**src/rtl/mdcs_pkg.sv**
```systemverilog
// Shared types, register map and constants of the motor drive command sequencer.
`timescale 1ns / 1ps

package mdcs_pkg;

    // Field widths
    localparam int DUTY_W   = 8;
    localparam int TICK_W   = 16;
    localparam int ACTION_W = 4;
    localparam int ADDR_W   = 5;
    localparam int DATA_W   = 32;
    localparam int REG_IDX_W = 3;

    // Added to the base turn speed to form the default turn duty
    localparam logic [DUTY_W-1:0] TURN_OFFSET = DUTY_W'(30);

    // Register indexes (byte address is four times the index)
    localparam logic [REG_IDX_W-1:0] REG_SPEED_NORMAL   = 3'd0;
    localparam logic [REG_IDX_W-1:0] REG_SPEED_TURN     = 3'd1;
    localparam logic [REG_IDX_W-1:0] REG_SPEED_CURVE    = 3'd2;
    localparam logic [REG_IDX_W-1:0] REG_TURN_BASE      = 3'd3;
    localparam logic [REG_IDX_W-1:0] REG_ROTATION_TICKS = 3'd4;

    // Register reset values
    localparam logic [DUTY_W-1:0] RST_SPEED_NORMAL   = DUTY_W'(200);
    localparam logic [DUTY_W-1:0] RST_SPEED_TURN     = DUTY_W'(150);
    localparam logic [DUTY_W-1:0] RST_SPEED_CURVE    = DUTY_W'(100);
    localparam logic [DUTY_W-1:0] RST_TURN_BASE      = DUTY_W'(80);
    localparam logic [TICK_W-1:0] RST_ROTATION_TICKS = TICK_W'(600);

    // Command codes
    typedef enum logic [ACTION_W-1:0] {
        ACT_TICK       = 4'd0,
        ACT_FWD        = 4'd1,
        ACT_BACK       = 4'd2,
        ACT_ROT_L90    = 4'd3,
        ACT_ROT_R90    = 4'd4,
        ACT_FWD_R      = 4'd5,
        ACT_FWD_L      = 4'd6,
        ACT_BACK_R     = 4'd7,
        ACT_BACK_L     = 4'd8,
        ACT_STOP       = 4'd9,
        ACT_TURN_R     = 4'd10,
        ACT_TURN_L     = 4'd11,
        ACT_TURN_R_DEF = 4'd12,
        ACT_TURN_L_DEF = 4'd13
    } action_t;

    // Input beat
    typedef struct packed {
        logic [ACTION_W-1:0] action;
        logic [DUTY_W-1:0]   speed;
    } cmd_t;

    // Output beat
    typedef struct packed {
        logic              standby;
        logic              dir_a;
        logic              dir_b;
        logic [DUTY_W-1:0] pwm_a;
        logic [DUTY_W-1:0] pwm_b;
        logic              rotating;
    } rsp_t;

    // Configuration register values
    typedef struct packed {
        logic [DUTY_W-1:0] speed_normal;
        logic [DUTY_W-1:0] speed_turn;
        logic [DUTY_W-1:0] speed_curve;
        logic [DUTY_W-1:0] turn_base;
        logic [TICK_W-1:0] rotation_ticks;
    } cfg_t;

endpackage

```
**src/rtl/mdcs_regs.sv**
```systemverilog
// APB configuration registers of the motor drive command sequencer.
`timescale 1ns / 1ps

module mdcs_regs
    import mdcs_pkg::*;
(
    input  logic              clk,
    input  logic              rst_n,
    input  logic              psel,
    input  logic              penable,
    input  logic              pwrite,
    input  logic [ADDR_W-1:0] paddr,
    input  logic [DATA_W-1:0] pwdata,
    output logic [DATA_W-1:0] prdata,
    output logic              pready,
    output cfg_t              cfg
);

    cfg_t                 cfg_reg;
    logic                 wr_en;
    logic [REG_IDX_W-1:0] reg_idx;

    assign pready  = 1'b1;
    assign wr_en   = psel && penable && pwrite;
    assign reg_idx = paddr[ADDR_W-1:2];
    assign cfg     = cfg_reg;

    // Write the addressed register; drop writes past the map
    always_ff @(posedge clk or negedge rst_n)
    begin
        if (!rst_n)
        begin
            cfg_reg.speed_normal   <= RST_SPEED_NORMAL;
            cfg_reg.speed_turn     <= RST_SPEED_TURN;
            cfg_reg.speed_curve    <= RST_SPEED_CURVE;
            cfg_reg.turn_base      <= RST_TURN_BASE;
            cfg_reg.rotation_ticks <= RST_ROTATION_TICKS;
        end
        else if (wr_en)
        begin
            unique case (reg_idx)
                REG_SPEED_NORMAL:   cfg_reg.speed_normal   <= pwdata[DUTY_W-1:0];
                REG_SPEED_TURN:     cfg_reg.speed_turn     <= pwdata[DUTY_W-1:0];
                REG_SPEED_CURVE:    cfg_reg.speed_curve    <= pwdata[DUTY_W-1:0];
                REG_TURN_BASE:      cfg_reg.turn_base      <= pwdata[DUTY_W-1:0];
                REG_ROTATION_TICKS: cfg_reg.rotation_ticks <= pwdata[TICK_W-1:0];
                default:            ;
            endcase
        end
    end

    // Read back the addressed register
    always_comb
    begin
        unique case (reg_idx)
            REG_SPEED_NORMAL:   prdata = DATA_W'(cfg_reg.speed_normal);
            REG_SPEED_TURN:     prdata = DATA_W'(cfg_reg.speed_turn);
            REG_SPEED_CURVE:    prdata = DATA_W'(cfg_reg.speed_curve);
            REG_TURN_BASE:      prdata = DATA_W'(cfg_reg.turn_base);
            REG_ROTATION_TICKS: prdata = DATA_W'(cfg_reg.rotation_ticks);
            default:            prdata = '0;
        endcase
    end

endmodule

```
**src/rtl/mdcs_core.sv**
```systemverilog
// Command decode and drive state of the motor drive command sequencer.
`timescale 1ns / 1ps

module mdcs_core
    import mdcs_pkg::*;
(
    input  logic clk,
    input  logic rst_n,
    input  logic step,
    input  cmd_t item,
    input  cfg_t cfg,
    output rsp_t result
);

    logic              rot_reg,    rot_next;
    logic [TICK_W-1:0] elapsed_reg, elapsed_next;
    logic              en_reg,     en_next;
    logic              dira_reg,   dira_next;
    logic              dirb_reg,   dirb_next;
    logic [DUTY_W-1:0] duty_a_reg, duty_a_next;
    logic [DUTY_W-1:0] duty_b_reg, duty_b_next;

    logic [DUTY_W:0]   turn_sum;
    logic [DUTY_W-1:0] turn_def;
    logic [TICK_W-1:0] elapsed_inc;

    // Default turn duty, saturated
    assign turn_sum = {1'b0, cfg.turn_base} + {1'b0, TURN_OFFSET};
    assign turn_def = turn_sum[DUTY_W] ? {DUTY_W{1'b1}} : turn_sum[DUTY_W-1:0];

    // Saturating millisecond count
    assign elapsed_inc = (&elapsed_reg) ? elapsed_reg : elapsed_reg + TICK_W'(1);

    // Decode one command into the next drive state
    always_comb
    begin
        rot_next     = rot_reg;
        elapsed_next = elapsed_reg;
        en_next      = en_reg;
        dira_next    = dira_reg;
        dirb_next    = dirb_reg;
        duty_a_next  = duty_a_reg;
        duty_b_next  = duty_b_reg;
        unique case (action_t'(item.action))
            ACT_TICK:
            begin
                if (rot_reg)
                begin
                    elapsed_next = elapsed_inc;
                    if (elapsed_inc >= cfg.rotation_ticks)
                    begin
                        rot_next    = 1'b0;
                        en_next     = 1'b0;
                        duty_a_next = '0;
                        duty_b_next = '0;
                    end
                end
            end
            ACT_FWD, ACT_BACK:
            begin
                rot_next    = 1'b0;
                en_next     = 1'b1;
                dira_next   = (item.action == ACT_FWD);
                dirb_next   = (item.action == ACT_FWD);
                duty_a_next = cfg.speed_normal;
                duty_b_next = cfg.speed_normal;
            end
            ACT_ROT_L90, ACT_ROT_R90:
            begin
                rot_next     = 1'b1;
                elapsed_next = '0;
                en_next      = 1'b1;
                dira_next    = (item.action == ACT_ROT_L90);
                dirb_next    = (item.action == ACT_ROT_R90);
                duty_a_next  = cfg.speed_turn;
                duty_b_next  = cfg.speed_turn;
            end
            ACT_FWD_R, ACT_BACK_R:
            begin
                rot_next    = 1'b0;
                en_next     = 1'b1;
                dira_next   = (item.action == ACT_FWD_R);
                dirb_next   = (item.action == ACT_FWD_R);
                duty_a_next = cfg.speed_curve;
                duty_b_next = cfg.speed_normal;
            end
            ACT_FWD_L, ACT_BACK_L:
            begin
                rot_next    = 1'b0;
                en_next     = 1'b1;
                dira_next   = (item.action == ACT_FWD_L);
                dirb_next   = (item.action == ACT_FWD_L);
                duty_a_next = cfg.speed_normal;
                duty_b_next = cfg.speed_curve;
            end
            ACT_STOP:
            begin
                // Keep direction, rotating flag and count
                en_next     = 1'b0;
                duty_a_next = '0;
                duty_b_next = '0;
            end
            ACT_TURN_R, ACT_TURN_L:
            begin
                rot_next    = 1'b0;
                en_next     = 1'b1;
                dira_next   = (item.action == ACT_TURN_R);
                dirb_next   = (item.action == ACT_TURN_L);
                duty_a_next = item.speed;
                duty_b_next = item.speed;
            end
            ACT_TURN_R_DEF, ACT_TURN_L_DEF:
            begin
                rot_next    = 1'b0;
                en_next     = 1'b1;
                dira_next   = (item.action == ACT_TURN_R_DEF);
                dirb_next   = (item.action == ACT_TURN_L_DEF);
                duty_a_next = turn_def;
                duty_b_next = turn_def;
            end
            default: ;
        endcase
    end

    // Advance the drive state on each processed beat
    always_ff @(posedge clk or negedge rst_n)
    begin
        if (!rst_n)
        begin
            rot_reg     <= 1'b0;
            elapsed_reg <= '0;
            en_reg      <= 1'b0;
            dira_reg    <= 1'b0;
            dirb_reg    <= 1'b0;
            duty_a_reg  <= '0;
            duty_b_reg  <= '0;
        end
        else if (step)
        begin
            rot_reg     <= rot_next;
            elapsed_reg <= elapsed_next;
            en_reg      <= en_next;
            dira_reg    <= dira_next;
            dirb_reg    <= dirb_next;
            duty_a_reg  <= duty_a_next;
            duty_b_reg  <= duty_b_next;
        end
    end

    // Output lines after this beat is applied
    assign result.standby  = en_next;
    assign result.dir_a    = dira_next;
    assign result.dir_b    = dirb_next;
    assign result.pwm_a    = duty_a_next;
    assign result.pwm_b    = duty_b_next;
    assign result.rotating = rot_next;

endmodule

```
**src/rtl/motor_drive_command_sequencer_top.sv**
```systemverilog
// Top level of the motor drive command sequencer: beat registers, state core, registers.
`timescale 1ns / 1ps

// Each cmd beat is a motion command or a one-millisecond tick, and each yields exactly
// one rsp beat holding the driver enable, both direction lines, both PWM duties and
// the rotating flag after the beat is applied. The block takes one beat per cycle while
// the output side is ready; a beat is registered on entry, decoded against the drive
// state combinationally and its result registered. The drive state updates as each
// beat moves into the result register, so back-to-back beats see the effect of those
// before them. Timed 90-degree rotations clear a saturating tick counter and end on
// the tick that brings it to rotation_ticks. Configuration sits on an APB port at byte
// address 4*index and should be written only while no beat is in flight.

module motor_drive_command_sequencer_top
    import mdcs_pkg::*;
(
    input  logic              clk,
    input  logic              rst_n,
    input  logic              cmd_valid,
    output logic              cmd_ready,
    input  cmd_t              cmd,
    output logic              rsp_valid,
    input  logic              rsp_ready,
    output rsp_t              rsp,
    input  logic              psel,
    input  logic              penable,
    input  logic              pwrite,
    input  logic [ADDR_W-1:0] paddr,
    input  logic [DATA_W-1:0] pwdata,
    output logic [DATA_W-1:0] prdata,
    output logic              pready
);

    logic in_vld_reg;
    cmd_t in_data_reg;
    logic out_vld_reg;
    rsp_t out_data_reg;
    logic advance;
    cfg_t cfg;
    rsp_t core_rsp;

    // Move the held beat on when the result register frees up
    assign advance   = in_vld_reg && (!out_vld_reg || rsp_ready);
    assign cmd_ready = !in_vld_reg || advance;
    assign rsp_valid = out_vld_reg;
    assign rsp       = out_data_reg;

    mdcs_regs u_regs (
        .clk     (clk),
        .rst_n   (rst_n),
        .psel    (psel),
        .penable (penable),
        .pwrite  (pwrite),
        .paddr   (paddr),
        .pwdata  (pwdata),
        .prdata  (prdata),
        .pready  (pready),
        .cfg     (cfg)
    );

    mdcs_core u_core (
        .clk    (clk),
        .rst_n  (rst_n),
        .step   (advance),
        .item   (in_data_reg),
        .cfg    (cfg),
        .result (core_rsp)
    );

    // Input beat register
    always_ff @(posedge clk or negedge rst_n)
    begin
        if (!rst_n)
        begin
            in_vld_reg <= 1'b0;
        end
        else if (cmd_ready)
        begin
            in_vld_reg <= cmd_valid;
        end
    end

    always_ff @(posedge clk)
    begin
        if (cmd_valid && cmd_ready)
        begin
            in_data_reg <= cmd;
        end
    end

    // Result beat register
    always_ff @(posedge clk or negedge rst_n)
    begin
        if (!rst_n)
        begin
            out_vld_reg <= 1'b0;
        end
        else if (advance)
        begin
            out_vld_reg <= 1'b1;
        end
        else if (rsp_ready)
        begin
            out_vld_reg <= 1'b0;
        end
    end

    always_ff @(posedge clk)
    begin
        if (advance)
        begin
            out_data_reg <= core_rsp;
        end
    end

    // A timed rotation always drives the motors in opposite directions
    a_rot_dirs: assert property (@(posedge clk) disable iff (!rst_n)
        (rsp_valid && rsp.rotating) |-> (rsp.dir_a != rsp.dir_b))
        else $error("rotating result with equal direction lines");

    // Standby means zero duty on both motors
    a_standby_duty: assert property (@(posedge clk) disable iff (!rst_n)
        (rsp_valid && !rsp.standby) |-> (rsp.pwm_a == '0 && rsp.pwm_b == '0))
        else $error("nonzero duty while in standby");

    // A held input beat is never lost while the result side stalls
    a_hold_input: assert property (@(posedge clk) disable iff (!rst_n)
        (in_vld_reg && !advance) |=> (in_vld_reg && $stable(in_data_reg)))
        else $error("held command beat dropped");

    // Every processed beat lands in the result register
    a_advance_out: assert property (@(posedge clk) disable iff (!rst_n)
        advance |=> rsp_valid)
        else $error("processed beat did not produce a result");

endmodule
```
**config.mk**
```make
export PLATFORM = sky130hd
export DESIGN_NAME = motor_drive_command_sequencer_top
export DESIGN_NICKNAME = d
export VERILOG_FILES = /design/src/rtl/mdcs_pkg.sv /design/src/rtl/mdcs_regs.sv /design/src/rtl/mdcs_core.sv /design/src/rtl/motor_drive_command_sequencer_top.sv
export SDC_FILE = /design/constraint.sdc
export NUM_CORES = 1
export LEC_CHECK = 0
export BUFFER_PORTS_ARGS = -buffer_cell sky130_fd_sc_hd__buf_2
export CAP_MARGIN = 20
export CORE_MARGIN = 3
export CORE_UTILIZATION = 52
export CTS_BUF_LIST = sky130_fd_sc_hd__clkbuf_16
export DETAILED_ROUTE_END_ITERATION = 6
export PLACE_DENSITY = 0.73
export SLEW_MARGIN = 20
export SYNTH_ARGS = -nofsm -noshare
export SYNTH_HDL_FRONTEND = slang
export SYNTH_SLANG_ARGS = --single-unit
export TNS_END_PERCENT = 1
```
**constraint.sdc**
```tcl
create_clock -name clk -period 3.7 [get_ports clk]
set_input_delay 0.555 -clock clk [delete_from_list [all_inputs] [get_ports clk]]
set_output_delay 0.555 -clock clk [all_outputs]
set_load 0.1 [all_outputs]
```
==> out/metrics.yaml, run 1 <==
grt_max_degree: 36
synth.distinct_cells: 66
yosys.area.top_type: "dfrtp_1"
grt_pass1_vias: 5672
peakVddDrop_mv: 0.258
ys_warn_count: 0
switching_share: 0.339
path_clk_slew_ps: 50
largest_reg_flops: 48
pwr_density_cell_nw_per_um2: 555
met2WireLength_um: 8770
clockBufferDepth: 2
path_class: "reg2reg"
via_count: 5715
grt_usage: 0.255
clk_latency_ps: 420
leakagePower_uw: 0.00374
syn-cell-area_um2: 6700
postLayoutCellArea_um2: 8210
cts_sinks: 118
preCtsSetupSlack_ps: -16.4
ys.flop_type: "dfrtp_1"
rows: 40
routedWlPerCell_um: 18.6
final_nets: 849
critPathMaxStageDelay_ps: 560
grt_pass1_wl_um: 28800
avgSynthCellArea_um2: 10.1
n_antenna_cell: 0
cp_slowest_cell: "or4_4"
clock_power_share: 0.360
die_w_um: 120
synthTopCellsByArea: "dfrtp_1 (26%), edfxtp_1 (14%), dfstp_2 (6.3%), mux2_2 (5.7%), o21ai_0 (4.0%)"
avgViaCountPerCell: 5.98
area.growth.synth_to_final_pct: 22.5
routabilityCongestion: 0.911
synth-seq-cells: 118
antenna_left: 0
met3_length_um: 982
crit_fanout: 8
crit_chain: "nand3_4, or4_4, buf_6, nor2_4, nor3_2, xor2_1, ha_1, nand2_1, or4_1, o32a_1, and2_4, a221o_1"
n_fill_cell: 956
drive_above_1_share: 0.299
tightest_slew_ps: 780
top_layer: "met4"
place_area_um2: 7470
synth_top_area_share: 0.261
dp_hpwl_um: 12700
core-area_um2: 12300
fin_crit_ps: 3590
period_share: 0.971
setup_ws_ps: 106
drv_cap: 0
dieArea_um2: 14300
combPwrFrac: 0.252
htreeDepth: 4
drc_errors: 0
slew_headroom: 0.465
netlist_instances: 666
cts_tree: "done"
numCtsBuffers: 17
hold_path.class: "in2async"
routed_wl_um: 17800
drtPass1Iterations: 6
cp.required_ps: 3860
endpoint_kind: "register"
synth_edf_count: 32
slew_viol_final: 0
worstPathArrival_ps: 3750
hold_viol: 0
grt_overflow: 0
setup_viol: 0
p_sw_uw: 1540
seq_area_frac_synth: 0.468
met1_length_um: 7540
skew_ps: 7.43
port_buffers: 75
ys_top_cells_by_count: "dfrtp_1 (70), o21ai_0 (54), nand2_1 (50), a21oi_1 (37), mux2_2 (34)"
die_h_um: 120
floorplan.initialDensity: 0.544
hold_buffers: 0
initialDrtViolationCount: 512
status: "complete, no violations"
async_flop_share: 0.729
num_io_pins: 111
antenna_found_initial: 0
p_int_uw: 3010
rr_worst_depth: 12
fmax_mhz: 278
seq_power_share: 0.387
cts_root_buffer: "clkbuf_16"
yosysMostFrequentCell: "dfrtp_1"
cp-start-kind: "register"
## metal layers
| metal | up-vias | track usage |
|---|---|---|
| li1 | 2648 | - |
| met1 | 2818 | 0.330 |
| met2 | 213 | 0.427 |
| met3 | 36 | 0.0485 |
| met4 | 0 | 0.0931 |
| met5 | - | 0 |
## cells by family (layout without fill, tap and decap cells)
logic type                 count (synthesis)  count (layout)  share of synthesized area
xor gates and xnor gates                  13              13                     0.0170
and+or+nand+nor                          174             174                      0.136
AOI/OAI and AO/OA                        202             202                      0.201
DFF                                      118             118                      0.468
adders and majority gates                 18              18                     0.0336
muxes                                     52              52                     0.0840
buffers and inverters                     87             194                     0.0599
other                                      2              17                    0.00112
## area by class of cell
cell class                 instances  area, um2  area share
clock buffer                      18        450      0.0549
clock inverter                    14        140      0.0171
inverter                          34        128      0.0156
multi-input combinational        476       3360       0.410
sequential                       118       3140       0.382
tap                              168        210      0.0256
timing repair buffer             128        779      0.0950
## per-stage QoR
step,TNS (ps),hold slack (ps),util,cells,power (uW)
after CTS,0,27.6,0.655,952,4560
after detailed placement,-16.4,468,0.606,919,2910
after global placement,0,466,0.606,919,2860
after global routing,-23.1,35.1,0.667,956,4760
final,0,24.3,0.667,956,4560
after floorplan,0,259,-,681,2670
## power by group through the flow
| stage | Combinational (uW) | Clock [uW] | Sequential, uW |
|---|---|---|---|
| floorplan | 727 | 0 | 1940 |
| global placement | 1100 | 0 | 1760 |
| detailed placement | 1130 | 0 | 1780 |
| CTS | 1140 | 1660 | 1760 |
| global route | 1240 | 1730 | 1790 |
| finish | 1150 | 1640 | 1760 |
## layout by cell type, fill, tap and decap left out, drive strengths merged, types with 7 or more instances in the layout
master  Yosys  final
buf        26    128
dfrtp      70     70
o21ai      56     56
nand2      50     50
inv        33     37
a21oi      37     37
mux2       34     34
edfxtp     32     32
nor2       27     27
mux2i      18     18
a22oi      18     18
clkbuf     27     18
ha         18     18
conb        2     17
dfstp      16     16
a22o       15     15
nand3      14     14
and2       13     13
nand2b     11     11
a21o       10     10
nor3       10     10
o22ai       9      9
and3        8      8
o31ai       8      8
clkinv      1      8
xnor2       7      7
nor2b       7      7
o32a        7      7
## what timing repair did
action                     4_1_cts  5_1_grt
setup endpoints to repair        1       36
buffers inserted                 1        4
pin swaps                        1       11
resized for setup                1       21
## worst paths after layout
path / slack, ps / startpoint / to
setup reg to reg: 110 / u_core.elapsed_reg[9] / rsp[0]
hold reg to reg: 500 / u_core.duty_b_reg[4] / u_core.duty_b_reg[4]
min in group clk: 310 / cmd[3] / in_data_reg[3]
max in group asynchronous: 2860 / rst_n / u_core.elapsed_reg[1]
hold / removal: 20 / rst_n / u_core.duty_a_reg[0]
setup / recovery: 110 / u_core.elapsed_reg[9] / rsp[0]
## worst max-delay path, delay by kind of cell, from the launching register on
kind,cells,cell delay (ps)
AOI/OAI and AO/OA,2,750
xor gates and xnor gates,1,140
adders and majority gates,1,310
buffers and inverters,1,150
DFF,1,410
and+or+nand+nor,7,1550
No activity file was read; power rests on OpenSTA's default activity.
==> inputs of run 2 (changes only) <==
- CORE_UTILIZATION: 52 -> 25
- PLACE_DENSITY: 0.73 -> 0.39
==> run 2 against run 1 <==
  * Maximum frequency fell by 1.2%
  * Global-route usage is 12 points lower
  * Power increased by 2.7%
  * Flip-flop and latch count unchanged
  * Sequential share of layout area is 1.5 points lower
  * Cell count increased by 19%
  * Routed wire length is 11% higher
==> out/metrics.yaml, run 2 (same netlist as run 1, synthesis figures left out) <==
path_clk_slew_ps: 60  # was 50 ps
combPwrFrac: 0.251  # was 0.252
path_class: "reg2reg"  # unchanged
setup_viol: 0  # unchanged
place_area_um2: 7750  # was 7470 um2
n_antenna_cell: 0  # unchanged
initialDrtViolationCount: 252  # was 512
tightest_slew_ps: 869  # was 780 ps
routabilityCongestion: 0.803  # was 0.911
cp-start-kind: "register"  # unchanged
fmax_mhz: 275  # was 278 MHz
hold_path.class: "in2async"  # unchanged
cp.required_ps: 4010  # was 3860 ps
hold_viol: 0  # unchanged
antenna_found_initial: 0  # unchanged
skew_ps: 21.0  # was 7.43 ps
clock_power_share: 0.374  # was 0.360
status: "complete, no violations"  # unchanged
crit_chain: "nand4_1, nor4_4, and3_1, nand3_1, o21a_1, ha_4, nand4_1, or4_1, o32a_1, and2_4, buf_12, o32a_1"  # was nand3_4, or4_4, buf_6, nor2_4, nor3_2, xor2_1, ha_1, nand2_1, or4_1, o32a_1, and2_4, a221o_1
r2r_start: "u_core.elapsed_reg[0]"  # was u_core.elapsed_reg[9]
power_uw: 4680  # was 4560 uW
grt_max_degree: 46  # was 36
drive_above_1_share: 0.314  # was 0.299
worst-path-buf-inv: 1  # unchanged
drv_cap: 0  # unchanged
worstPathArrival_ps: 3940  # was 3750 ps
fin_crit_ps: 3640  # was 3590 ps
grt_pass1_vias: 5435  # was 5,672
rows: 59  # was 40
core-area_um2: 26200  # was 12,300 um2
period_share: 0.983  # was 0.971
rsz0062_at_grt: "yes"
preCtsSetupSlack_ps: -103  # was -16.4 ps
die_h_um: 170  # was 120 um
layout_common_cells: "buf_2 (74), dfrtp_1 (70), buf_4 (62), o21ai_0 (54), nand2_1 (49)"  # was buf_2 (74), dfrtp_1 (66), o21ai_0 (54), buf_4 (53), nand2_1 (50)
cts_sinks: 118  # unchanged
p_int_uw: 3030  # was 3010 uW
seq_power_share: 0.375  # was 0.387
endpoint_kind: "register"  # unchanged
cts_tree: "done"  # unchanged
hold_buffers: 0  # unchanged
rr_worst_depth: 12  # unchanged
r2r_end: "u_core.duty_b_reg[3]"  # was rsp[0]
grt_pass1_wl_um: 30200  # was 28,800 um
p_sw_uw: 1650  # was 1540 uW
grt_usage: 0.136  # was 0.255
routedWlPerCell_um: 17.4  # was 18.6 um
htreeDepth: 4  # unchanged
cp_slowest_cell: "or4_1"  # was or4_4
critPathMaxStageDelay_ps: 550  # was 560 ps
routed_wl_um: 19700  # was 17,800 um
via_count: 5470  # was 5,715
clockBufferDepth: 2  # unchanged
cp_top_family: "simple AND/OR/NAND/NOR gates"  # unchanged
clk_latency_ps: 420  # about the same
slew_headroom: 0.404  # was 0.465
die_w_um: 170  # was 120 um
port_buffers: 75  # unchanged
slew_viol_final: 0  # unchanged
dieArea_um2: 28800  # was 14,300 um2
cts_root_buffer: "clkbuf_16"  # unchanged
area.growth.synth_to_final_pct: 27.4  # was 22.5%
peakVddDrop_mv: 0.249  # was 0.258 mV
dp_hpwl_um: 14800  # was 12,700 um
rrSetupSlack_ps: 60  # was 110 ps
leakagePower_uw: 0.00378  # was 0.00374 uW
final_nets: 860  # was 849
antenna_left: 0  # unchanged
grt_overflow: 0  # unchanged
numCtsBuffers: 17  # unchanged
drtPass1Iterations: 6  # unchanged
floorplan.initialDensity: 0.256  # was 0.544
num_io_pins: 111  # unchanged
setup_tns_ps: 0  # unchanged
drc_errors: 0  # unchanged
setup_ws_ps: 64.1  # was 106 ps
largest_reg_flops: 48  # unchanged
switching_share: 0.353  # was 0.339
pwr_density_cell_nw_per_um2: 549  # was 555 nW/um2
postLayoutCellArea_um2: 8530  # was 8210 um2
avgViaCountPerCell: 4.82  # was 5.98
crit_fanout: 7  # was 8
final_common_cell: "buf_2"  # unchanged
## run 2: cell count changes in the layout (fill, tap and decap cells not counted), sizes merged
| cell | previous run | this run |
|---|---|---|
| buf | 128 | 139 |
| clkbuf | 18 | 17 |
| clkinv | 8 | 7 |
| clkinvlp | 0 | 1 |
| inv | 37 | 38 |
## run 2: area by class of cell
| cell class | count | area (um2) |
|---|---|---|
| inverter | 34 | 128 |
| sequential | 118 | 3130 |
| clock buffer | 17 | 425 |
| timing repair buffer | 139 | 878 |
| fill | 2694 | 17700 |
| tap | 335 | 419 |
| multi-input combinational | 476 | 3360 |
| clock inverter | 15 | 194 |
## run 2: worst max path at each step
stage                                      start              endpoint  slack (ps)  depth (start not counted)
final                      u_core.elapsed_reg[0]  u_core.duty_b_reg[3]          60                         12
after global routing       u_core.elapsed_reg[0]  u_core.duty_a_reg[3]         -50                         12
after CTS                 u_core.elapsed_reg[13]                rsp[0]          40                         10
after detailed placement  u_core.elapsed_reg[13]                rsp[0]        -100                         10
after global placement    u_core.elapsed_reg[13]                rsp[0]         -60                         10
after floorplan                         paddr[3]             prdata[6]         0.6                          6
## run 2: metal layers
| layer | vias up | part of all wire | track usage |
|---|---|---|---|
| li1 | 2673 | - | - |
| met1 | 2685 | 0.46 | 0.173 |
| met2 | 101 | 0.50 | 0.236 |
| met3 | 11 | 0.031 | 0.0261 |
| met4 | 0 | 0.0078 | 0.0356 |
| met5 | - | 0 | 0 |
## run 2: timing repair
action	CTS	global route
setup buffers	0	7
pin swaps	1	20
endpoints found under the setup margin	21	25
gates resized for setup	1	18
## run 2: power groups by stage
stage          registers [uW]  clock network, uW  logic, uW
3_5_place_dp             1780                  0       1160
6_report                 1760               1750       1180
4_1_cts                  1760               1800       1170
2_1_floorplan            1940                  0        727
3_3_place_gp             1770                  0       1150
5_1_grt                  1790               1850       1280
## run 2: stage by stage
step	hold slack, ps	util	instances
2_1_floorplan	259	-	681
3_3_place_gp	483	0.296	1095
3_5_place_dp	489	0.296	1095
4_1_cts	160	0.320	1127
5_1_grt	180	0.326	1134
6_report	142	0.326	1134
==> inputs of run 3 (changes only) <==
- PLACE_DENSITY: 0.39 -> not set
- PLACE_DENSITY_LB_ADDON: not set -> 0.05
- clock period: 3.7 -> 3.2 ns (I/O delays scaled with it)
==> run 3 against run 2 <==
  * The flow now finishes with violations (setup timing)
  * Power up 18%
  * Largest power group is now clock
  * Cell count up 1.5%
  * Clock skew down 10 ps
  * Sequential power up 15%
  * Cell area up 3.7%
  * Critical path type unchanged
  * Count of clock-buffer cells in the layout unchanged
  * First-iteration DRC count down 2.4%
==> out/metrics.yaml, run 3 (same netlist as run 1, synthesis figures left out) <==
worst-path-buf-inv: 1  # unchanged
leakagePower_uw: 0.00391  # was 0.00378 uW
antenna_found_initial: 0  # unchanged
core-area_um2: 26200  # unchanged
drc_errors: 0  # unchanged
routed_wl_um: 21000  # was 19,700 um
critical_path.most_common_cell: "nand2_1"
drtPass1Iterations: 4  # was 6
area.growth.synth_to_final_pct: 32.0  # was 27.4%
grt_max_degree: 52  # was 46
status: "complete, but fails checks"  # was complete, no violations
rows: 59  # unchanged
avgViaCountPerCell: 4.80  # was 4.82
cp_top_family: "simple AND/OR/NAND/NOR gates"  # unchanged
path_clk_slew_ps: 60  # about the same
largest_reg_flops: 48  # unchanged
fin_crit_ps: 3500  # was 3640 ps
switching_share: 0.349  # was 0.353
multi_input_area_um2: 3450  # was 3360 um2
critPathMaxStageDelay_ps: 590  # was 550 ps
grt_pass1_wl_um: 32400  # was 30,200 um
endpoint_kind: "register"  # unchanged
rsz0062_at_grt: "yes"  # unchanged
slew_headroom: 0.482  # was 0.404
ff_latch_area_um2: 3130  # unchanged
place_area_um2: 8010  # was 7750 um2
via_count: 5528  # was 5,470
violations: "setup timing"
tightest_slew_ps: 775  # was 869 ps
n_antenna_cell: 0  # unchanged
cts_sinks: 118  # unchanged
grt_overflow: 0  # unchanged
p_int_uw: 3590  # was 3030 uW
cp_slowest_cell: "or4_4"  # was or4_1
fmax_mhz: 286  # was 275 MHz
holdWs_ps: 43.7  # was 142 ps
drv_cap: 0  # unchanged
dieArea_um2: 28800  # unchanged
htreeDepth: 4  # unchanged
crit_chain: "nand3_2, or4_4, buf_4, nand2_1, xnor2_1, ha_1, nand2_1, or4_1, o32a_1, and2_4, a221o_1"  # was nand4_1, nor4_4, and3_1, nand3_1, o21a_1, ha_4, nand4_1, or4_1, o32a_1, and2_4, buf_12, o32a_1
dp_hpwl_um: 15600  # was 14,800 um
seq_power_share: 0.369  # was 0.375
combPwrFrac: 0.255  # was 0.251
final_nets: 877  # was 860
clockBufferDepth: 2  # unchanged
antenna_left: 0  # unchanged
worstPathArrival_ps: 3660  # was 3940 ps
numCtsBuffers: 17  # unchanged
hold_viol: 0  # unchanged
initialDrtViolationCount: 246  # was 252
die_h_um: 170  # unchanged
grt_pass1_vias: 5664  # was 5,435
peakVddDrop_mv: 0.256  # was 0.249 mV
setup_ws_ps: -295  # was 64.1 ps
slew_viol_final: 0  # unchanged
drive_above_1_share: 0.335  # was 0.314
floorplan.initialDensity: 0.256  # unchanged
postLayoutCellArea_um2: 8840  # was 8530 um2
n_fill_cell: 2678  # was 2,694
power_uw: 5510  # was 4680 uW
num_io_pins: 111  # unchanged
clk_latency_ps: 420  # about the same
period_share: 1.09  # was 0.983
cp.required_ps: 3370  # was 4010 ps
cts_root_buffer: "clkbuf_16"  # unchanged
setup_viol: 36  # was 0
hold_buffers: 0  # unchanged
routedWlPerCell_um: 18.2  # was 17.4 um
clock_power_share: 0.376  # was 0.374
routabilityCongestion: 0.812  # was 0.803
cts_tree: "done"  # unchanged
grt_usage: 0.147  # was 0.136
pwr_density_cell_nw_per_um2: 623  # was 549 nW/um2
hold_path.class: "in2async"  # unchanged
layout_common_cells: "buf_4 (76), dfrtp_1 (70), buf_2 (70), nand2_1 (50), o21ai_0 (45)"  # was buf_2 (74), dfrtp_1 (70), buf_4 (62), o21ai_0 (54), nand2_1 (49)
cp-start-kind: "register"  # unchanged
port_buffers: 75  # unchanged
path_class: "reg2reg"  # unchanged
final_common_cell: "buf_4"  # was buf_2
crit_fanout: 4  # was 7
die_w_um: 170  # unchanged
p_sw_uw: 1920  # was 1650 uW
skew_ps: 10.9  # was 21.0 ps
run 3: cell types whose count changed in the layout (fill, tap and decap cells not counted), sizes merged:
cell | previous run | this run
buf | 139 | 156
bufinv | 3 | 4
clkinv | 7 | 5
clkinvlp | 1 | 3
inv | 38 | 37
run 3: what timing repair did:
item	in CTS	in global routing
endpoints found under the setup margin	36	36
setup buffers	8	5
gates resized for setup	17	14
pin swaps	11	20
run 3: worst register-to-register path, delay by kind of cell (launching register included):
family,cells,cell delay (ps)
XOR/XNOR,1,80
flip-flops,1,360
buffers and inverters,1,170
adder cells (fa/ha/maj),1,270
AO/OA/AOI/OAI,2,710
AND/OR/NAND/NOR,6,1660
run 3: final timing paths:
check	from	slack, ps	cells after the start	end
worst max-delay path	u_core.elapsed_reg[13]	-300	11	rsp[0]
worst min-delay path	rst_n	40	1	u_core.elapsed_reg[10]
worst max register to register	u_core.elapsed_reg[13]	-300	11	rsp[0]
worst min register to register	u_core.duty_a_reg[4]	500	1	u_core.duty_a_reg[4]
max in group asynchronous	rst_n	2430	2	u_regs.cfg[46]
min in group clk	cmd[4]	230	1	in_data_reg[4]
run 3: power groups by stage:
| stage | Combinational [uW] | Clock [uW] | Sequential [uW] |
|---|---|---|---|
| 3_5_place_dp | 1380 | 0 | 2060 |
| 6_report | 1400 | 2070 | 2030 |
| 2_1_floorplan | 843 | 0 | 2250 |
| 5_1_grt | 1530 | 2190 | 2060 |
| 4_1_cts | 1410 | 2130 | 2030 |
| 3_3_place_gp | 1370 | 0 | 2050 |
run 3: cell type report:
type | instances | share of cell area
clock buffers | 17 | 0.0481
clock inverters | 15 | 0.0225
inverters | 34 | 0.0144
multi-input cells | 476 | 0.390
flip-flops and latches | 118 | 0.354
well taps | 335 | 0.0474
repair buffers | 156 | 0.124
run 3: metal layers:
layer  part of all wire  vias up  GRT usage
li1                   -     2706          -
met1               0.47     2718      0.190
met2               0.49       94      0.251
met3              0.031       10     0.0312
met4             0.0089        0     0.0384
met5                  0        -          0
run 3: metrics by stage:
stage               std cells  TNS, ps  utilization  setup WS [ps]
floorplan                 681    -7970            -           -349
global placement         1107   -10690        0.306           -374
detailed placement       1107   -10960        0.306           -381
CTS                      1147    -9380        0.333           -349
global route             1151   -13130        0.338           -458
finish                   1151    -6730        0.338           -295
